[config.mk]
export PLATFORM = sky130hd
export DESIGN_NAME = stored_zip_extract_crc_check_flat
export DESIGN_NICKNAME = d
export VERILOG_FILES = /design/src/sv/szx_pkg.sv /design/src/sv/szx_if.sv /design/src/sv/szx_parse.sv /design/src/sv/stored_zip_extract_crc_check.sv /design/src/flat_wrapper.sv
export SDC_FILE = /design/constraint.sdc
export NUM_CORES = 2
export LEC_CHECK = 0
export ABC_AREA = 1
export ABC_CLOCK_PERIOD_IN_PS = 18000
export BUFFER_PORTS_ARGS = -buffer_cell sky130_fd_sc_hd__buf_2
export CAP_MARGIN = 20
export CORE_MARGIN = 8
export CORE_UTILIZATION = 25
export DETAILED_ROUTE_END_ITERATION = 8
export PLACE_DENSITY_LB_ADDON = 0.08
export REMOVE_ABC_BUFFERS = 1
export SETUP_SLACK_MARGIN = 0.3
export SLEW_MARGIN = 0
export SYNTH_ARGS = -nofsm -noshare
export SYNTH_HDL_FRONTEND = slang
export SYNTH_SLANG_ARGS = --single-unit
[constraint.sdc]
create_clock -name clock -period 18 [get_ports clock]
set_input_delay 2.7 -clock clock [delete_from_list [all_inputs] [get_ports clock]]
set_output_delay 2.7 -clock clock [all_outputs]
set_load 0.05 [all_outputs]
[src/sv/szx_pkg.sv]
`default_nettype none
package szx_pkg;

   // Event codes carried on the result channel.
   typedef enum logic [2:0] {
      EV_PAYLOAD = 3'd0,
      EV_NAME    = 3'd1,
      EV_MKDIR   = 3'd2,
      EV_BEGIN   = 3'd3,
      EV_END     = 3'd4,
      EV_ERROR   = 3'd5,
      EV_DONE    = 3'd6
   } event_type;

   // Error codes reported with an error event.
   typedef enum logic [2:0] {
      ERR_HEADER   = 3'd0,
      ERR_COMPRESS = 3'd1,
      ERR_PATH     = 3'd2,
      ERR_CANCEL   = 3'd3,
      ERR_PAYLOAD  = 3'd4,
      ERR_CHECKSUM = 3'd5
   } error_type;

   // Input kinds.
   typedef enum logic [1:0] {
      KIND_BYTE   = 2'd0,
      KIND_END    = 2'd1,
      KIND_CANCEL = 2'd2,
      KIND_UNUSED = 2'd3
   } kind_type;

   // Path component classification.
   typedef enum logic [1:0] {
      CK_EMPTY  = 2'd0,
      CK_DOT    = 2'd1,
      CK_DOTDOT = 2'd2,
      CK_OTHER  = 2'd3
   } comp_type;

   localparam logic [31:0] CRC_POLY      = 32'hEDB88320;
   localparam logic [31:0] CRC_ONES      = 32'hFFFFFFFF;
   localparam logic [31:0] SIG_LOCAL     = 32'h04034B50;
   localparam logic [31:0] SIG_DESC      = 32'h08074B50;
   localparam int          MAX_RESULTS   = 4;
   localparam int          HEADER_BYTES  = 26;

   // One result item, without the last flag, which is derived on output.
   typedef struct packed {
      logic [2:0]  event_res;
      logic [7:0]  out_byte;
      logic [31:0] file_size;
      logic [2:0]  error_code;
   } item_type;

   // All results caused by one input transaction.
   typedef struct packed {
      logic [2:0]                     count;
      item_type [MAX_RESULTS-1:0]     item;
   } group_type;

   function automatic item_type make_item(input event_type ev, input logic [7:0] b,
                                          input logic [31:0] size, input error_type code);
      item_type r;
      r.event_res  = ev;
      r.out_byte   = b;
      r.file_size  = size;
      r.error_code = code;
      return r;
   endfunction

   // Reflected CRC-32 update over one byte.
   function automatic logic [31:0] crc_update(input logic [31:0] crc, input logic [7:0] b);
      logic [31:0] c;
      c = crc ^ {24'd0, b};
      for (int k = 0; k < 8; k++) begin
         c = c[0] ? (CRC_POLY ^ (c >> 1)) : (c >> 1);
      end
      return c;
   endfunction

endpackage
`default_nettype wire

[src/sv/szx_if.sv]
`default_nettype none
interface szx_req_if;
   logic       valid;
   logic       ready;
   logic [1:0] kind;
   logic [7:0] data_byte;
   modport source (output valid, kind, data_byte, input ready);
   modport sink (input valid, kind, data_byte, output ready);
endinterface

interface szx_rsp_if;
   logic        valid;
   logic        ready;
   logic [2:0]  event_res;
   logic [7:0]  out_byte;
   logic [31:0] file_size;
   logic [2:0]  error_code;
   logic        last_of_run;
   modport source (output valid, event_res, out_byte, file_size, error_code, last_of_run,
                   input ready);
   modport sink (input valid, event_res, out_byte, file_size, error_code, last_of_run,
                 output ready);
endinterface
`default_nettype wire

[src/sv/szx_parse.sv]
`default_nettype none
module szx_parse (
   input  wire logic              clock,
   input  wire logic              reset,
   input  wire logic              step_valid,
   input  wire logic [1:0]        kind,
   input  wire logic [7:0]        data_byte,
   output szx_pkg::group_type     group
);
   import szx_pkg::*;

   typedef enum logic [8:0] {
      PH_SIG     = 9'b000000001,
      PH_HDR     = 9'b000000010,
      PH_NAME    = 9'b000000100,
      PH_EXTRA   = 9'b000001000,
      PH_PAY     = 9'b000010000,
      PH_DFIRST  = 9'b000100000,
      PH_DSIGNED = 9'b001000000,
      PH_DPLAIN  = 9'b010000000,
      PH_DONE    = 9'b100000000
   } phase_type;

   phase_type   phase_ff, phase_in;
   logic [15:0] fc_ff, fc_in;
   logic [31:0] sig_ff, sig_in;
   logic        desc_ff, desc_in;
   logic [15:0] method_ff, method_in;
   logic [31:0] exp_crc_ff, exp_crc_in;
   logic [31:0] remain_ff, remain_in;
   logic [31:0] usize_ff, usize_in;
   logic [15:0] nlen_ff, nlen_in;
   logic [15:0] xlen_ff, xlen_in;
   logic [31:0] crc_ff, crc_in;
   logic        unsafe_ff, unsafe_in;
   comp_type    comp_ff, comp_in;
   logic        slash_ff, slash_in;

   // Next state and the results of one transaction, worked in model order.
   always_comb begin
      logic [2:0]  n;
      logic        do_after, do_finish, do_endpay, do_check;
      logic [15:0] fc_inc;
      logic [7:0]  b;
      n         = 3'd0;
      do_after  = 1'b0;
      do_finish = 1'b0;
      do_endpay = 1'b0;
      do_check  = 1'b0;
      b         = data_byte;
      fc_inc    = fc_ff + 16'd1;
      group     = '0;
      phase_in   = phase_ff;
      fc_in      = fc_ff;
      sig_in     = sig_ff;
      desc_in    = desc_ff;
      method_in  = method_ff;
      exp_crc_in = exp_crc_ff;
      remain_in  = remain_ff;
      usize_in   = usize_ff;
      nlen_in    = nlen_ff;
      xlen_in    = xlen_ff;
      crc_in     = crc_ff;
      unsafe_in  = unsafe_ff;
      comp_in    = comp_ff;
      slash_in   = slash_ff;

      if (phase_ff != PH_DONE) begin
         unique case (kind_type'(kind))
            KIND_BYTE: begin
               unique case (phase_ff)
                  PH_SIG: begin
                     sig_in = {b, sig_ff[31:8]};
                     fc_in  = fc_inc;
                     if (fc_inc == 16'd4) begin
                        if (sig_in == SIG_LOCAL) begin
                           phase_in   = PH_HDR;
                           fc_in      = '0;
                           desc_in    = 1'b0;
                           method_in  = '0;
                           exp_crc_in = '0;
                           remain_in  = '0;
                           usize_in   = '0;
                           nlen_in    = '0;
                           xlen_in    = '0;
                           unsafe_in  = 1'b0;
                           comp_in    = CK_EMPTY;
                           slash_in   = 1'b0;
                        end else begin
                           group.item[n[1:0]] = make_item(EV_DONE, '0, '0, ERR_HEADER);
                           n        = n + 3'd1;
                           phase_in = PH_DONE;
                        end
                     end
                  end
                  PH_HDR: begin
                     // Little-endian header fields, one byte at a time.
                     priority case (fc_ff)
                        16'd2:  desc_in = b[3];
                        16'd4:  method_in[7:0]   = b;
                        16'd5:  method_in[15:8]  = b;
                        16'd10: exp_crc_in[7:0]   = b;
                        16'd11: exp_crc_in[15:8]  = b;
                        16'd12: exp_crc_in[23:16] = b;
                        16'd13: exp_crc_in[31:24] = b;
                        16'd14: remain_in[7:0]   = b;
                        16'd15: remain_in[15:8]  = b;
                        16'd16: remain_in[23:16] = b;
                        16'd17: remain_in[31:24] = b;
                        16'd18: usize_in[7:0]   = b;
                        16'd19: usize_in[15:8]  = b;
                        16'd20: usize_in[23:16] = b;
                        16'd21: usize_in[31:24] = b;
                        16'd22: nlen_in[7:0]  = b;
                        16'd23: nlen_in[15:8] = b;
                        16'd24: xlen_in[7:0]  = b;
                        16'd25: xlen_in[15:8] = b;
                        default: ;
                     endcase
                     fc_in = fc_inc;
                     if (fc_inc == 16'(HEADER_BYTES)) begin
                        fc_in = '0;
                        if (nlen_in != '0) phase_in = PH_NAME;
                        else               do_after = 1'b1;
                     end
                  end
                  PH_NAME: begin
                     group.item[n[1:0]] = make_item(EV_NAME, b, '0, ERR_HEADER);
                     n = n + 3'd1;
                     if (fc_ff == '0 && (b == 8'h2F || b == 8'h5C)) unsafe_in = 1'b1;
                     if (b == 8'h5C || b == 8'h3A) unsafe_in = 1'b1;
                     if (b == 8'h2F) begin
                        if (comp_ff == CK_DOTDOT) unsafe_in = 1'b1;
                        comp_in = CK_EMPTY;
                     end else if (b == 8'h2E) begin
                        comp_in = (comp_ff == CK_EMPTY) ? CK_DOT :
                                  (comp_ff == CK_DOT) ? CK_DOTDOT : CK_OTHER;
                     end else begin
                        comp_in = CK_OTHER;
                     end
                     slash_in = (b == 8'h2F);
                     fc_in    = fc_inc;
                     if (fc_inc >= nlen_ff) begin
                        fc_in    = '0;
                        do_after = 1'b1;
                     end
                  end
                  PH_EXTRA: begin
                     fc_in = fc_inc;
                     if (fc_inc >= xlen_ff) begin
                        fc_in     = '0;
                        do_finish = 1'b1;
                     end
                  end
                  PH_PAY: begin
                     group.item[n[1:0]] = make_item(EV_PAYLOAD, b, '0, ERR_HEADER);
                     n         = n + 3'd1;
                     crc_in    = crc_update(crc_ff, b);
                     remain_in = remain_ff - 32'd1;
                     if (remain_in == '0) do_endpay = 1'b1;
                  end
                  PH_DFIRST: begin
                     sig_in = {b, sig_ff[31:8]};
                     fc_in  = fc_inc;
                     if (fc_inc == 16'd4) begin
                        fc_in = '0;
                        if (sig_in == SIG_DESC) begin
                           exp_crc_in = '0;
                           phase_in   = PH_DSIGNED;
                        end else begin
                           exp_crc_in = sig_in;
                           phase_in   = PH_DPLAIN;
                        end
                     end
                  end
                  PH_DSIGNED: begin
                     priority case (fc_ff)
                        16'd0: exp_crc_in[7:0]   = b;
                        16'd1: exp_crc_in[15:8]  = b;
                        16'd2: exp_crc_in[23:16] = b;
                        16'd3: exp_crc_in[31:24] = b;
                        default: ;
                     endcase
                     fc_in = fc_inc;
                     if (fc_inc == 16'd12) do_check = 1'b1;
                  end
                  PH_DPLAIN: begin
                     fc_in = fc_inc;
                     if (fc_inc == 16'd8) do_check = 1'b1;
                  end
                  default: ;
               endcase
            end
            KIND_END: begin
               if (phase_ff == PH_SIG) begin
                  group.item[n[1:0]] = make_item(EV_DONE, '0, '0, ERR_HEADER);
                  n = n + 3'd1;
               end else if (phase_ff == PH_HDR || phase_ff == PH_NAME ||
                            phase_ff == PH_EXTRA) begin
                  group.item[n[1:0]] = make_item(EV_ERROR, '0, '0, ERR_HEADER);
                  n = n + 3'd1;
               end else begin
                  if (phase_ff == PH_PAY) begin
                     group.item[n[1:0]] = make_item(EV_END, '0, '0, ERR_HEADER);
                     n = n + 3'd1;
                  end
                  group.item[n[1:0]] = make_item(EV_ERROR, '0, '0, ERR_PAYLOAD);
                  n = n + 3'd1;
               end
               phase_in = PH_DONE;
            end
            KIND_CANCEL: begin
               if (phase_ff == PH_PAY) begin
                  group.item[n[1:0]] = make_item(EV_END, '0, '0, ERR_HEADER);
                  group.item[1]      = make_item(EV_ERROR, '0, '0, ERR_CANCEL);
                  n        = 3'd2;
                  phase_in = PH_DONE;
               end
            end
            KIND_UNUSED: ;
         endcase
      end

      // End of name: skip the extra field or close the header.
      if (do_after) begin
         if (xlen_in != '0) begin
            phase_in = PH_EXTRA;
            fc_in    = '0;
         end else begin
            do_finish = 1'b1;
         end
      end

      // Header verdict: method first, then path.
      if (do_finish) begin
         if (method_in != '0) begin
            group.item[n[1:0]] = make_item(EV_ERROR, '0, '0, ERR_COMPRESS);
            n        = n + 3'd1;
            phase_in = PH_DONE;
         end else if (unsafe_in || nlen_in == '0 || comp_in == CK_DOTDOT) begin
            group.item[n[1:0]] = make_item(EV_ERROR, '0, '0, ERR_PATH);
            n        = n + 3'd1;
            phase_in = PH_DONE;
         end else if (slash_in) begin
            group.item[n[1:0]] = make_item(EV_MKDIR, '0, '0, ERR_HEADER);
            n        = n + 3'd1;
            phase_in = PH_SIG;
            fc_in    = '0;
            sig_in   = '0;
         end else begin
            group.item[n[1:0]] = make_item(EV_BEGIN, '0, usize_in, ERR_HEADER);
            n      = n + 3'd1;
            crc_in = CRC_ONES;
            if (remain_in == '0) begin
               do_endpay = 1'b1;
            end else begin
               phase_in = PH_PAY;
               fc_in    = '0;
            end
         end
      end

      // Payload complete: read a descriptor or check the CRC now.
      if (do_endpay) begin
         group.item[n[1:0]] = make_item(EV_END, '0, '0, ERR_HEADER);
         n = n + 3'd1;
         if (desc_in) begin
            phase_in = PH_DFIRST;
            fc_in    = '0;
            sig_in   = '0;
         end else begin
            do_check = 1'b1;
         end
      end

      if (do_check) begin
         if ((crc_in ^ CRC_ONES) != exp_crc_in) begin
            group.item[n[1:0]] = make_item(EV_ERROR, '0, '0, ERR_CHECKSUM);
            n        = n + 3'd1;
            phase_in = PH_DONE;
         end else begin
            phase_in = PH_SIG;
            fc_in    = '0;
            sig_in   = '0;
         end
      end

      group.count = n;
   end

   // Parser state advances on each accepted transaction.
   always_ff @(posedge clock) begin
      if (reset) begin
         phase_ff   <= PH_SIG;
         fc_ff      <= '0;
         sig_ff     <= '0;
         desc_ff    <= 1'b0;
         method_ff  <= '0;
         exp_crc_ff <= '0;
         remain_ff  <= '0;
         usize_ff   <= '0;
         nlen_ff    <= '0;
         xlen_ff    <= '0;
         crc_ff     <= CRC_ONES;
         unsafe_ff  <= 1'b0;
         comp_ff    <= CK_EMPTY;
         slash_ff   <= 1'b0;
      end else if (step_valid) begin
         phase_ff   <= phase_in;
         fc_ff      <= fc_in;
         sig_ff     <= sig_in;
         desc_ff    <= desc_in;
         method_ff  <= method_in;
         exp_crc_ff <= exp_crc_in;
         remain_ff  <= remain_in;
         usize_ff   <= usize_in;
         nlen_ff    <= nlen_in;
         xlen_ff    <= xlen_in;
         crc_ff     <= crc_in;
         unsafe_ff  <= unsafe_in;
         comp_ff    <= comp_in;
         slash_ff   <= slash_in;
      end
   end

endmodule
`default_nettype wire

[src/sv/stored_zip_extract_crc_check.sv]
// Results of a transaction are registered in the group buffer before output.
// Throughput: one input transaction per cycle while each causes at most one
// result and the result port is ready; requests stall while the two-group
// buffer is full, and a group of several results drains one at a time.
// Reset: synchronous, active high; clears parser state and empties the buffer.
`default_nettype none
module stored_zip_extract_crc_check (
   input  wire logic clock,
   input  wire logic reset,
   szx_req_if.sink   req_chan,
   szx_rsp_if.source rsp_chan
);
   import szx_pkg::*;

   group_type   group;
   group_type   grp_ff [2];
   logic        wr_ptr_ff, rd_ptr_ff;
   logic [1:0]  count_ff;
   logic [1:0]  idx_ff;
   logic        accept, push, pop;
   group_type   head;
   item_type    cur;
   logic        head_last;

   assign req_chan.ready = (count_ff != 2'd2);
   assign accept = req_chan.valid && req_chan.ready;

   szx_parse u_parse (
      .clock      (clock),
      .reset      (reset),
      .step_valid (accept),
      .kind       (req_chan.kind),
      .data_byte  (req_chan.data_byte),
      .group      (group)
   );

   // Output side of the group buffer.
   assign head      = grp_ff[rd_ptr_ff];
   assign cur       = head.item[idx_ff];
   assign head_last = ({1'b0, idx_ff} == head.count - 3'd1);
   assign push      = accept && (group.count != 3'd0);
   assign pop       = rsp_chan.valid && rsp_chan.ready && head_last;

   assign rsp_chan.valid       = (count_ff != 2'd0);
   assign rsp_chan.event_res   = cur.event_res;
   assign rsp_chan.out_byte    = cur.out_byte;
   assign rsp_chan.file_size   = cur.file_size;
   assign rsp_chan.error_code  = cur.error_code;
   assign rsp_chan.last_of_run = head_last;

   // Group storage.
   always_ff @(posedge clock) begin
      if (push) grp_ff[wr_ptr_ff] <= group;
   end

   // Buffer pointers and the index within the head group.
   always_ff @(posedge clock) begin
      if (reset) begin
         wr_ptr_ff <= 1'b0;
         rd_ptr_ff <= 1'b0;
         count_ff  <= '0;
         idx_ff    <= '0;
      end else begin
         if (push) wr_ptr_ff <= ~wr_ptr_ff;
         if (pop) begin
            rd_ptr_ff <= ~rd_ptr_ff;
            idx_ff    <= '0;
         end else if (rsp_chan.valid && rsp_chan.ready) begin
            idx_ff <= idx_ff + 2'd1;
         end
         count_ff <= count_ff + {1'b0, push} - {1'b0, pop};
      end
   end

   // The buffer never holds more than two groups.
   assert property (@(posedge clock) disable iff (reset) count_ff != 2'd3)
      else $error("group buffer overflow");

   // A stored group always holds at least one result.
   assert property (@(posedge clock) disable iff (reset)
      rsp_chan.valid |-> (head.count != 3'd0 && {1'b0, idx_ff} < head.count))
      else $error("result index outside head group");

   // A push into a full buffer must not happen.
   assert property (@(posedge clock) disable iff (reset)
      (count_ff == 2'd2) |-> !push)
      else $error("push while full");

endmodule
`default_nettype wire
[src/flat_wrapper.sv]
// flat-port wrapper written by rule: the top's interface ports become plain ports
module stored_zip_extract_crc_check_flat import szx_pkg::*;
  (clock, reset, req_chan_valid, req_chan_kind, req_chan_data_byte, req_chan_ready, rsp_chan_valid, rsp_chan_event_res, rsp_chan_out_byte, rsp_chan_file_size, rsp_chan_error_code, rsp_chan_last_of_run, rsp_chan_ready);
  szx_req_if req_chan_i ();
  szx_rsp_if rsp_chan_i ();
  input  wire logic clock;
  input  wire logic reset;
  input wire logic [$bits(req_chan_i.valid)-1:0] req_chan_valid;
  input wire logic [$bits(req_chan_i.kind)-1:0] req_chan_kind;
  input wire logic [$bits(req_chan_i.data_byte)-1:0] req_chan_data_byte;
  output wire logic [$bits(req_chan_i.ready)-1:0] req_chan_ready;
  output wire logic [$bits(rsp_chan_i.valid)-1:0] rsp_chan_valid;
  output wire logic [$bits(rsp_chan_i.event_res)-1:0] rsp_chan_event_res;
  output wire logic [$bits(rsp_chan_i.out_byte)-1:0] rsp_chan_out_byte;
  output wire logic [$bits(rsp_chan_i.file_size)-1:0] rsp_chan_file_size;
  output wire logic [$bits(rsp_chan_i.error_code)-1:0] rsp_chan_error_code;
  output wire logic [$bits(rsp_chan_i.last_of_run)-1:0] rsp_chan_last_of_run;
  input wire logic [$bits(rsp_chan_i.ready)-1:0] rsp_chan_ready;
  assign req_chan_i.valid = req_chan_valid;
  assign req_chan_i.kind = req_chan_kind;
  assign req_chan_i.data_byte = req_chan_data_byte;
  assign req_chan_ready = req_chan_i.ready;
  assign rsp_chan_valid = rsp_chan_i.valid;
  assign rsp_chan_event_res = rsp_chan_i.event_res;
  assign rsp_chan_out_byte = rsp_chan_i.out_byte;
  assign rsp_chan_file_size = rsp_chan_i.file_size;
  assign rsp_chan_error_code = rsp_chan_i.error_code;
  assign rsp_chan_last_of_run = rsp_chan_i.last_of_run;
  assign rsp_chan_i.ready = rsp_chan_ready;
  stored_zip_extract_crc_check u_core (.clock(clock), .reset(reset), .req_chan(req_chan_i), .rsp_chan(rsp_chan_i));
endmodule
==> run_results.csv <==
group,metric,value,unit
outcome,status,"complete, no violations",
min_path,holdCritPathClass,"reg2reg",
floorplan,start_util,0.251,
placement,place_hpwl,87600,µm
worst_setup_path,worstPathArrival,11.27,ns
grt,globalRouteOverflowTotal,0,
worst_setup_path,cp-end-kind,"flop",
routing,drt_pass1_iterations,6,
grt,antenna_found_initial,0,
grt,grt_pass1_vias,28800,
cells_and_area,fin_nets,4431,
sta,setup_tns,0,ns
routing,drt-total-wl,130000,µm
routing,num_vias,29500,
cts,numClockSinks,563,
logic_synthesis,synthCells,4391,
placement,port_buffers,62,
sta,rsz0062_at_grt,"false",
cells_and_area,drive_gt1_frac,0.0686,
sta,finalMaxSlewViolations,0,
floorplan,fp.dieH,378,µm
run,max_cap_violations,0,
placement,place_area,0.0348,mm²
logic_synthesis,ys_ff_latch,563,
sta,fmax,91.1,MHz
cts,numCtsBuffers,76,
floorplan,fp.dieArea,0.143,mm²
worst_setup_path,crit_fanout,64,
logic_synthesis,synth-edff-count,326,
logic_synthesis,synthTopCellsByArea,"edfxtp_1 30%, dfxtp_1 14%, nand2_1 9.5%",
sta,fin_crit_sh,0.610,
worst_setup_path,regToRegSetupSlack,8.22,ns
cts,cts_setup_buffers,0,
cts,hold_buffers,0,
logic_synthesis,synthFlopType,"edfxtp_1",
floorplan,rows,133,
sta,layout_min_cycle_time,10.98,ns
sta,setup_violations,0,
logic_synthesis,yosys_warnings,0,
sta,hold_viol_final,0,
sta,worstMarginPinSlew,1.20,ns
floorplan,core,0.131,mm²
worst_setup_path,crit_type,"in2reg",
cts,clock_path_buffers,3,
logic_synthesis,synth.cells.most_frequent,"829 x nand2_1, 603 x inv_1, 575 x nor2_1",
grt,grt_usage,0.177,
logic_synthesis,yosysTopAreaCell,"edfxtp_1",
floorplan,ios,63,
pwr,vdd_drop_max,0.0644,mV
logic_synthesis,yosysMostFrequentCell,"nand2_1",
logic_synthesis,syn_avg_cell_area,7.46,µm²
cts,path_clk_slew,0.05,ns
logic_synthesis,synth-seq-area-share,0.444,
cts,h-tree-depth,3,
cts,clk_latency,0.69,ns
logic_synthesis,synth_top_area_frac,0.299,
routing,drtIter0Drc,2304,
routing,viasPerCell,4.78,
pwr,p_per_area,91.3,mW/mm²
cts,cts-resized-gates,0,
logic_synthesis,syn-cell-area,0.0328,mm²
pwr,p_leak,16.3,nW
cells_and_area,area_growth,13.7,%
worst_setup_path,start_kind,"input pin",
sta,relSlewSlack,0.192,
cells_and_area,nFillCells,14500,
placement,gp_congestion,0.858,
cts,cts_root_buf,"clkbuf_16",
worst_setup_path,required,18.29,ns
routing,ant_nets,0,
logic_synthesis,async_reset_ff_frac,0,
grt,grt_max_degree,90,
sta,finClkSkew,0.0269,ns
routing,drc,0,
logic_synthesis,synthDistinctLibCells,56,
grt,grt_pass1_wl,192000,µm
cts,cts_tree,"done",
routing,wl_per_cell,21.1,µm
cells_and_area,design_area,0.0372,mm²
floorplan,die_x,378,µm
==> report_power, final <==
group / total, mW / switching [mW] / internal [mW]
combinational: 0.478 / 0.344 / 0.135
clock: 1.49 / 0.628 / 0.864
sequential: 1.43 / 0.0307 / 1.40
==> cell type report <==
type	instances	area, µm²	share of cell area
Antenna cell	1	2.50	0.0000672
Clock buffer	104	2130	0.0572
Clock inverter	34	304	0.00816
Inverter	625	2360	0.0633
Multi-Input combinational cell	2983	15000	0.404
Sequential cell	563	14500	0.390
Tap cell	1755	2200	0.0590
Timing Repair Buffer	110	677	0.0182
==> registers in the layout, indices dropped and copies added, names as in the netlist, 2 cells and up, named ones only <==
name	flops
u_core.u_parse.crc_ff	32
u_core.u_parse.method_ff	16
u_core.grp_ff	326
u_core.u_parse.remain_ff	32
u_core.u_parse.phase_ff	9
u_core.count_ff	2
u_core.u_parse.exp_crc_ff	32
u_core.u_parse.fc_ff	16
u_core.u_parse.usize_ff	32
u_core.u_parse.nlen_ff	16
u_core.u_parse.sig_ff	24
u_core.idx_ff	2
u_core.u_parse.xlen_ff	16
u_core.u_parse.comp_ff	2
==> through the flow <==
step	hold WS [ns]	std cells	total power [mW]	utilization	worst slack [ns]
finish	0.470	6175	3.40	0.285	7.02
global route	0.485	6174	3.55	0.285	6.36
CTS	0.468	6174	3.46	0.285	6.99
detailed placement	0.456	6036	1.94	0.266	6.25
global placement	0.454	6034	1.94	0.266	6.39
floorplan	0.438	4171	1.77	-	1.83
==> worst max-delay path, cell delays in order <==
cell	delay, ns
buf_2	0.12
inv_1	0.08
ha_1	0.58
inv_1	0.32
nor2_2	0.78
nand2_1	0.79
nand2_1	0.20
o21ai_1	0.10
nor2_1	0.12
nand2_1	0.07
nor2_1	0.25
nand3_1	0.14
nand2_1	0.45
nand3_4	0.64
nand2_1	0.32
xor2_1	0.21
nand2_1	0.07
nor2_1	0.10
nand2_1	0.10
nor2_2	0.16
nand2_2	0.22
nand3_1	0.13
nand2_1	0.09
nand3_1	0.18
nand3_1	0.19
inv_6	0.45
buf_4	0.70
buf_4	0.76
==> layout by cell type (no fill, tap or decap), drive strengths merged, types with 29 or more instances in the layout <==
master  instances
nor3           97
dfxtp         237
buf           109
nand4          55
xor2           79
o211ai         74
nor2          587
inv           620
a21oi         228
clkbuf        105
ha             58
o21ai         472
clkinv         29
nand2         834
o22ai         104
edfxtp        326
nand3         209
==> path summary, 6_finish.rpt <==
path	endpoint	from	cells past startpoint
min reg2reg	u_core.u_parse.sig_ff[19]	u_core.u_parse.sig_ff[19]	2
min	u_core.u_parse.sig_ff[19]	u_core.u_parse.sig_ff[19]	2
max reg2reg	u_core.grp_ff[1][171]	u_core.u_parse.fc_ff[0]	32
max	u_core.grp_ff[1][171]	req_chan_kind[0]	28
==> logic make-up after synthesis <==
| logic type | Yosys count | synth area share |
|---|---|---|
| DFF | 563 | 0.444 |
| buffers and inverters | 845 | 0.0995 |
| AOI/OAI and AO/OA | 980 | 0.168 |
| adders and majority gates | 58 | 0.0221 |
| muxes | 11 | 0.00336 |
| xor gates and xnor gates | 107 | 0.0288 |
| and+or+nand+nor | 1827 | 0.234 |
==> routing by layer <==
metal / part of all wire / vias up / GRT usage
met3: 0.044 / 168 / 0.0272
met5: 0 / - / 0
met1: 0.47 / 14200 / 0.239
met2: 0.47 / 630 / 0.296
met4: 0.023 / 0 / 0.0440
li1: - / 14600 / -
No activity file was read; power rests on OpenSTA's default activity.
